[src/rtl/core/esm_pkg.sv]
// esm_pkg: sizes, command codes and cell control type for the substring matcher
// used by esm_cell and exact_substring_match_stream; no dependencies
package esm_pkg;

   localparam int MAX_QUERY = 64;
   localparam int POS_BITS  = 32;

   localparam int CMD_W  = 2;
   localparam int IDX_W  = 6;
   localparam int SYM_W  = 8;
   localparam int LEN_W  = 7;
   localparam int OUT_W  = 32;

   localparam int QIDX_W = (MAX_QUERY > 1) ? $clog2(MAX_QUERY) : 1;
   localparam int CNT_W  = $clog2(MAX_QUERY + 1);
   localparam int CMP_W  = (CNT_W > LEN_W) ? CNT_W : LEN_W;
   localparam int LDI_W  = ((QIDX_W > IDX_W) ? QIDX_W : IDX_W) + 1;

   typedef enum logic [CMD_W-1:0] {
      CMD_START = 2'd0,
      CMD_LOAD  = 2'd1,
      CMD_TEXT  = 2'd2,
      CMD_NONE  = 2'd3
   } cmd_type;

   typedef struct packed {
      logic clear;
      logic shift;
      logic rotate;
   } cell_ctl_type;

endpackage

[src/rtl/core/esm_cell.sv]
// esm_cell: one window byte and one query byte with their equality flag
// depends on esm_pkg
module esm_cell
   import esm_pkg::*;
(
   input  logic               clock,
   input  cell_ctl_type       ctl,
   input  logic [SYM_W-1:0]   shift_in,
   input  logic [SYM_W-1:0]   rot_in,
   input  logic               load_en,
   input  logic [SYM_W-1:0]   load_byte,
   output logic [SYM_W-1:0]   win_out,
   output logic [SYM_W-1:0]   qry_out,
   output logic               eq
);

   logic [SYM_W-1:0] win_ff, win_in;
   logic [SYM_W-1:0] qry_ff, qry_in;

   always_comb begin
      priority if (ctl.clear) begin
         win_in = '0;
      end else if (ctl.shift) begin
         win_in = shift_in;
      end else begin
         win_in = win_ff;
      end
   end

   always_comb begin
      priority if (ctl.rotate) begin
         qry_in = rot_in;
      end else if (load_en) begin
         qry_in = load_byte;
      end else begin
         qry_in = qry_ff;
      end
   end

   always_ff @(posedge clock) begin
      win_ff <= win_in;
      qry_ff <= qry_in;
   end

   assign win_out = win_ff;
   assign qry_out = qry_ff;
   assign eq      = (win_ff == qry_ff);

endmodule

[src/rtl/core/exact_substring_match_stream.sv]
// exact_substring_match_stream: streamed exact substring search over a row of cells
// depends on esm_pkg and esm_cell
// a matching text beat is registered into the window row and pend flag, then its result into rsp_valid
// throughput: one beat per cycle while rsp_ready stays high and the query row is not rotating
// a length write stalls req_ready while the query row rotates
// reset (synchronous): empty window, position zero, length one, no result pending
module exact_substring_match_stream
   import esm_pkg::*;
(
   input  logic               clock,
   input  logic               reset,
   input  logic               req_valid,
   output logic               req_ready,
   input  logic [CMD_W-1:0]   req_cmd,
   input  logic [IDX_W-1:0]   req_char_index,
   input  logic [SYM_W-1:0]   req_symbol,
   output logic               rsp_valid,
   input  logic               rsp_ready,
   output logic [OUT_W-1:0]   rsp_match_start,
   input  logic               csr_wr_en,
   input  logic [LEN_W-1:0]   csr_wr_data
);

   localparam logic [POS_BITS-1:0] POS_MAX = '1;

   logic [LEN_W-1:0]     len_ff, len_in;
   logic [QIDX_W-1:0]    align_ff, align_in;
   logic [POS_BITS-1:0]  pos_ff, pos_in;
   logic [CNT_W-1:0]     fill_ff, fill_in;
   logic                 pend_ff, pend_in;
   logic [OUT_W-1:0]     start_ff, start_in;
   logic                 rsp_valid_ff, rsp_valid_in;
   logic [OUT_W-1:0]     rsp_start_ff, rsp_start_in;

   logic                 len_ok;
   logic [QIDX_W-1:0]    align_target;
   logic                 busy;
   logic                 s1_go;
   logic                 accept;
   cmd_type              cmd;
   logic                 is_text;
   logic                 is_start;
   logic                 is_load;
   logic [CNT_W-1:0]     fill_next;
   logic [LDI_W-1:0]     ld_diff;
   logic [QIDX_W-1:0]    ld_cell;
   logic                 ld_ok;
   logic [POS_BITS-1:0]  start_pos;
   logic                 all_eq;
   cell_ctl_type         ctl;

   logic [SYM_W-1:0]     win_bus [MAX_QUERY];
   logic [SYM_W-1:0]     qry_bus [MAX_QUERY];
   logic [MAX_QUERY-1:0] eq_bits;
   logic [MAX_QUERY-1:0] active;
   logic [MAX_QUERY-1:0] ld_sel;

   // query length checks and row alignment
   assign len_ok = (len_ff != '0) && (CMP_W'(len_ff) <= CMP_W'(MAX_QUERY));

   always_comb begin
      align_target = align_ff;
      if (len_ok) begin
         if (CMP_W'(len_ff) == CMP_W'(MAX_QUERY)) begin
            align_target = '0;
         end else begin
            align_target = QIDX_W'(len_ff);
         end
      end
   end

   assign busy = (align_ff != align_target);

   always_comb begin
      align_in = align_ff;
      if (busy) begin
         if (align_ff == QIDX_W'(MAX_QUERY - 1)) begin
            align_in = '0;
         end else begin
            align_in = align_ff + QIDX_W'(1);
         end
      end
   end

   // handshake
   assign s1_go     = !rsp_valid_ff || rsp_ready;
   assign req_ready = !busy && (!pend_ff || s1_go);
   assign accept    = req_valid && req_ready;
   assign cmd       = cmd_type'(req_cmd);

   always_comb begin
      is_text  = 1'b0;
      is_start = 1'b0;
      is_load  = 1'b0;
      unique case (cmd)
         CMD_START: is_start = accept;
         CMD_LOAD:  is_load  = accept;
         CMD_TEXT:  is_text  = accept;
         CMD_NONE:  ;
         default:   ;
      endcase
   end

   // query load addressing: cell j holds query byte (j + align) mod MAX_QUERY
   always_comb begin
      ld_ok   = (LDI_W'(req_char_index) < LDI_W'(MAX_QUERY));
      ld_diff = LDI_W'(req_char_index) - LDI_W'(align_ff);
      if (ld_diff[LDI_W-1]) begin
         ld_diff = ld_diff + LDI_W'(MAX_QUERY);
      end
      ld_cell = ld_diff[QIDX_W-1:0];
   end

   // window fill and position
   assign fill_next = (CMP_W'(fill_ff) < CMP_W'(MAX_QUERY)) ? fill_ff + CNT_W'(1) : fill_ff;
   assign start_pos = pos_ff + POS_BITS'(1) - POS_BITS'(len_ff);

   always_comb begin
      fill_in  = fill_ff;
      pos_in   = pos_ff;
      pend_in  = pend_ff;
      start_in = start_ff;
      if (pend_ff && s1_go) begin
         pend_in = 1'b0;
      end
      if (is_start) begin
         fill_in = '0;
         pos_in  = '0;
      end else if (is_text) begin
         fill_in = fill_next;
         if (pos_ff != POS_MAX) begin
            pos_in   = pos_ff + POS_BITS'(1);
            pend_in  = len_ok && (CMP_W'(fill_next) >= CMP_W'(len_ff));
            start_in = OUT_W'(start_pos);
         end
      end
   end

   assign ctl = '{clear: is_start, shift: is_text, rotate: busy};

   // row of cells
   for (genvar j = 0; j < MAX_QUERY; j++) begin : g_cell
      localparam logic [CMP_W-1:0] THR = CMP_W'(MAX_QUERY - j);
      localparam int NXT = (j + 1) % MAX_QUERY;
      logic [SYM_W-1:0] shift_src;

      if (j == MAX_QUERY - 1) begin : g_tail
         assign shift_src = req_symbol;
      end else begin : g_body
         assign shift_src = win_bus[NXT];
      end

      assign ld_sel[j] = is_load && ld_ok && (ld_cell == QIDX_W'(j));
      assign active[j] = (CMP_W'(len_ff) >= THR);

      esm_cell u_cell (
         .clock     (clock),
         .ctl       (ctl),
         .shift_in  (shift_src),
         .rot_in    (qry_bus[NXT]),
         .load_en   (ld_sel[j]),
         .load_byte (req_symbol),
         .win_out   (win_bus[j]),
         .qry_out   (qry_bus[j]),
         .eq        (eq_bits[j])
      );
   end

   assign all_eq = &(eq_bits | ~active);

   // result register
   always_comb begin
      priority if (pend_ff && s1_go) begin
         rsp_valid_in = all_eq;
         rsp_start_in = start_ff;
      end else if (rsp_ready) begin
         rsp_valid_in = 1'b0;
         rsp_start_in = rsp_start_ff;
      end else begin
         rsp_valid_in = rsp_valid_ff;
         rsp_start_in = rsp_start_ff;
      end
   end

   always_ff @(posedge clock) begin
      if (reset) begin
         len_ff       <= LEN_W'(1);
         align_ff     <= QIDX_W'(1);
         pos_ff       <= '0;
         fill_ff      <= '0;
         pend_ff      <= 1'b0;
         rsp_valid_ff <= 1'b0;
      end else begin
         len_ff       <= len_in;
         align_ff     <= align_in;
         pos_ff       <= pos_in;
         fill_ff      <= fill_in;
         pend_ff      <= pend_in;
         rsp_valid_ff <= rsp_valid_in;
      end
   end

   always_ff @(posedge clock) begin
      start_ff     <= start_in;
      rsp_start_ff <= rsp_start_in;
   end

   assign len_in = csr_wr_en ? csr_wr_data : len_ff;

   assign rsp_valid       = rsp_valid_ff;
   assign rsp_match_start = rsp_start_ff;

endmodule
[config.mk]
export PLATFORM = sky130hd
export DESIGN_NAME = exact_substring_match_stream
export DESIGN_NICKNAME = d
export VERILOG_FILES = /design/src/rtl/core/esm_pkg.sv /design/src/rtl/core/esm_cell.sv /design/src/rtl/core/exact_substring_match_stream.sv
export SDC_FILE = /design/constraint.sdc
export NUM_CORES = 2
export LEC_CHECK = 0
export BUFFER_PORTS_ARGS = -buffer_cell sky130_fd_sc_hd__clkbuf_2
export CORE_MARGIN = 2
export CORE_UTILIZATION = 53
export CTS_BUF_LIST = sky130_fd_sc_hd__clkbuf_8
export DETAILED_ROUTE_END_ITERATION = 10
export PLACE_DENSITY_LB_ADDON = 0.15
export SYNTH_ARGS = -nofsm -noshare
export SYNTH_HDL_FRONTEND = slang
export SYNTH_SLANG_ARGS = --single-unit
[constraint.sdc]
create_clock -name clock -period 4.57 [get_ports clock]
set_input_delay 0 -clock clock [delete_from_list [all_inputs] [get_ports clock]]
set_output_delay 0 -clock clock [all_outputs]
set_load 0.03 [all_outputs]
==> results.py <==
metrics = {
    "status": {
        "status": "finished clean",
    },
    "timing": {
        "max_slew.worst_pin.slew_ns": 1.231,
        "totalNegativeSetupSlack_ns": 0,
        "timing.final.max_slew_violations": 0,
        "rsz0062_at_grt": "no",
        "layout_worst_path_cycle_share_pct": 86.09,
        "max-slew-margin-rel_pct": 17.18,
        "timing.fmax_ghz": 0.2542,
        "skew_ns": 0.03893,
        "finalHoldViolations": 0,
        "final.min_clock_period_ns": 3.934,
        "setup-violations-final": 0,
        "worst_slack_ns": 0.6358,
        "finalHoldWorstSlack_ns": 0.1176,
    },
    "power_and_ir_drop": {
        "power.share.sequential_pct": 49.2,
        "ir_drop_uv": 378.8,
        "combinationalPowerShare_pct": 24.0,
        "switching_power_mw": 10.99,
        "power.share.switching_pct": 32.25,
        "share_clk_of_total_power_pct": 26.8,
        "static-leakage-power_nw": 23.42,
        "cell_internal_pwr_mw": 23.09,
        "power.density_mw_per_mm2": 602.3,
    },
    "synth": {
        "mappedNetlistArea_mm2": 0.05044,
        "synth.yosys.warnings": 0,
        "synth_compound_area_share_pct": 15.93,
        "main_combinational_cell_family_by_area_after_synthesis": "compound AO/OA/AOI/OAI gates",
        "async_flop_share_pct": 0,
        "postSynth.topFlopCell": "sky130_fd_sc_hd__edfxtp_1",
        "post_synth_inst_count": 4947,
        "synthXorXnorAreaFrac_pct": 10.49,
        "post_synth_fa_ha_maj_area_fraction_pct": 0.6251,
        "synth_edf_count": 576,
        "synth_seq_area_share_pct": 56.76,
        "synth_cell_type_count": 79,
        "syn_area_per_cell_um2": 10.20,
        "ys_seq_elements": 1142,
        "synth_mux_area_share_pct": 0.2803,
        "synth_simple_gate_area_share_pct": 12.88,
        "mappedNetlistNets": 4999,
    },
    "placed_design": {
        "gpl.final_weighted_congestion": 0.9274,
        "post_detail_place_hpwl_mm": 91.18,
        "detailed_place.area_mm2": 0.05213,
        "preCtsSetupSlack_ns": 0.7061,
        "io_buffer_count": 61,
    },
    "floorplanning": {
        "io-pin-count": 62,
        "die_footprint_mm2": 0.09765,
        "die-height_um": 312.5,
        "rows": 113,
        "placeableCoreArea_mm2": 0.09459,
        "floorplan.initialDensity_pct": 53.32,
        "die_w_um": 312.5,
    },
    "grt": {
        "antenna_found_initial": 7,
        "grt_pass1_vias": 34510,
        "grt_max_degree": 212,
        "grt_first_pass_wirelength_mm": 208.5,
        "globalRouteTotalUtil_pct": 27.71,
        "globalRouteOverflowTotal": 0,
    },
    "cells_and_area": {
        "layout_cells_sized_above_1_pct": 9.515,
        "layout.nets": 5080,
        "final_area_mm2": 0.05659,
        "mostFrequentLayoutCells": "sky130_fd_sc_hd__nand2_1 (1118), sky130_fd_sc_hd__o21ai_0 (610), sky130_fd_sc_hd__edfxtp_1 (576)",
        "final_common_cell": "sky130_fd_sc_hd__nand2_1",
        "layout-area-overhead-vs-synth_pct": 12.20,
        "filler_cell_count": 8011,
        "multiInputGateArea_mm2": 0.02036,
        "layout.area.seq_mm2": 0.02863,
        "finish.utilization_pct": 59.83,
    },
    "critical_path": {
        "arrival_ns": 4.41,
        "kind_of_critical_path": "reg -> reg",
        "cp-end-kind": "register",
        "setup.worst_path.start_class": "register",
        "critical_path_required_ns": 5.05,
        "largest_fanout_of_any_net_on_the_critical_path": 12,
    },
    "drt": {
        "drt-initial-drc-count": 4113,
        "detailedRoute.firstPassIterationCount": 6,
        "route.vias.total": 36350,
        "wl_per_cell_um": 21.12,
        "routed_wl_mm": 136.5,
        "drc_errors": 0,
        "avgViaCountPerCell": 5.625,
        "detail-route-antenna-nets": 0,
    },
    "clocking": {
        "cts_post_setup_buffers_inserted": 0,
        "clock_insertion_delay_worst_skew_ns": 0.87,
        "cts_max_level": 4,
        "cts_tree": "done",
        "clock_sink_count": 1142,
        "clock-root-buffer": "sky130_fd_sc_hd__clkbuf_8",
        "cts_inserted_buffers": 186,
        "clock_transition_time_at_the_flip_flop_clock_pins_of_the_worst_setup_and_hold_paths_ns": 0.07,
        "buffer_levels_on_the_longest_clock_path": 3,
    },
    "flow_run": {
        "maxCapViolCount": 0,
    },
    "worst_hold_path": {
        "hold_class": "in -> reg",
    },
}
[flip-flops by register name, indices dropped and copies added, names as in the netlist, 6 cells and up]
name                   count
start_ff                  32
align_ff                   6
fill_ff                    7
len_ff                     7
rsp_match_start           32
pos_ff                    32
g_cell.u_cell.win_out    512
g_cell.u_cell.qry_out    512
[worst max-delay path, cell delays in order, from the launching register on]
cell                        delay (ns)
sky130_fd_sc_hd__dfxtp_1          0.69
sky130_fd_sc_hd__xor2_1           0.14
sky130_fd_sc_hd__a2111oi_0        0.38
sky130_fd_sc_hd__nand3_1          0.32
sky130_fd_sc_hd__a2111oi_4        0.41
sky130_fd_sc_hd__buf_4            0.24
sky130_fd_sc_hd__nand2b_1         0.09
sky130_fd_sc_hd__nor2_1           0.20
sky130_fd_sc_hd__nand2_1          0.19
sky130_fd_sc_hd__o21ai_0          0.89
[area by class of cell]
class / instances / area share [%]
Clock inverter: 124 / 1.331
Inverter: 25 / 0.1702
Tap cell: 1265 / 2.797
Clock buffer: 228 / 5.545
Timing Repair Buffer: 240 / 3.573
Sequential cell: 1142 / 50.59
Multi-Input combinational cell: 3433 / 35.97
Antenna cell: 6 / 0.02653
[repair_timing]
item                                   4_1_cts  5_1_grt
gates resized for setup                      0        0
endpoints found under the hold margin      380        0
hold buffers                                55        0
[cells by family after synthesis]
| family | Yosys count |
|---|---|
| fa+ha+maj | 24 |
| buf+inv | 372 |
| compound gates | 1282 |
| simple gates | 1509 |
| flops | 1142 |
| xor+xnor | 604 |
| mux | 14 |
[routing by layer]
metal | GRT usage [%] | share of wire, %
met1 | 40.04 | 45
met2 | 41.27 | 44
met3 | 5.455 | 7.9
met4 | 10.51 | 3.3
met5 | 0 | 0.023
[path summary, 6_finish.rpt]
path                     from                      endpoint  slack [ns]  cells after the start
hold reg to reg   start_ff[6]            rsp_match_start[6]        0.41                      0
hold / removal      rsp_ready                     rsp_valid        0.12                      4
setup / recovery    len_ff[0]  g_cell[16].u_cell.qry_out[0]        0.64                      9
setup reg to reg    len_ff[0]  g_cell[16].u_cell.qry_out[0]        0.64                      9
[stage by stage]
| step | power (mW) | instances |
|---|---|---|
| 2_1_floorplan | 21.80 | 4947 |
| 3_3_place_gp | 24.83 | 6050 |
| 3_5_place_dp | 24.88 | 6050 |
| 4_1_cts | 34.13 | 6457 |
| 5_1_grt | 35.63 | 6459 |
| 6_report | 34.08 | 6463 |
[Yosys cell counts (5+ instances only)]
| cell | count | area (um^2) |
|---|---|---|
| sky130_fd_sc_hd__nand2_1 | 1118 | 4197 |
| sky130_fd_sc_hd__o21ai_0 | 610 | 3053 |
| sky130_fd_sc_hd__edfxtp_1 | 576 | 17300 |
| sky130_fd_sc_hd__dfxtp_1 | 566 | 11330 |
| sky130_fd_sc_hd__a21o_1 | 524 | 3934 |
| sky130_fd_sc_hd__xor2_1 | 415 | 3635 |
| sky130_fd_sc_hd__clkbuf_1 | 223 | 837.1 |
| sky130_fd_sc_hd__xnor2_1 | 189 | 1655 |
| sky130_fd_sc_hd__nor4_1 | 99 | 619.3 |
| sky130_fd_sc_hd__nor2_1 | 83 | 311.6 |
| sky130_fd_sc_hd__buf_2 | 71 | 355.3 |
| sky130_fd_sc_hd__a21oi_1 | 54 | 270.3 |
| sky130_fd_sc_hd__nand4_1 | 51 | 319.1 |
| sky130_fd_sc_hd__buf_1 | 45 | 168.9 |
| sky130_fd_sc_hd__nand3_1 | 37 | 185.2 |
| sky130_fd_sc_hd__inv_1 | 24 | 90.09 |
| sky130_fd_sc_hd__nor3_1 | 23 | 115.1 |
| sky130_fd_sc_hd__or3_1 | 23 | 143.9 |
| sky130_fd_sc_hd__ha_1 | 22 | 275.3 |
| sky130_fd_sc_hd__and2_1 | 14 | 87.58 |
| sky130_fd_sc_hd__mux2i_1 | 13 | 130.1 |
| sky130_fd_sc_hd__a31oi_1 | 11 | 68.82 |
| sky130_fd_sc_hd__o21a_1 | 9 | 67.56 |
| sky130_fd_sc_hd__a2111oi_0 | 8 | 70.07 |
| sky130_fd_sc_hd__a22oi_1 | 8 | 60.06 |
| sky130_fd_sc_hd__and3_1 | 8 | 50.05 |
| sky130_fd_sc_hd__nor2b_1 | 7 | 43.79 |
| sky130_fd_sc_hd__o22ai_1 | 6 | 37.54 |
| sky130_fd_sc_hd__or4_1 | 6 | 45.04 |
| sky130_fd_sc_hd__buf_6 | 5 | 56.30 |
| sky130_fd_sc_hd__nand2b_1 | 5 | 31.28 |
| sky130_fd_sc_hd__nor3_2 | 5 | 50.05 |
| sky130_fd_sc_hd__o211ai_1 | 5 | 37.54 |
| sky130_fd_sc_hd__o31a_1 | 5 | 43.79 |
[power by group through the flow]
stage	clock network [mW]	logic, mW	registers [mW]
6_report	9.12	8.18	16.8
5_1_grt	9.72	8.89	17.0
4_1_cts	9.28	8.11	16.7
3_5_place_dp	0	7.98	16.9
3_3_place_gp	0	7.93	16.9
2_1_floorplan	0	5.66	16.1
No activity file was read; power rests on OpenSTA's default activity.
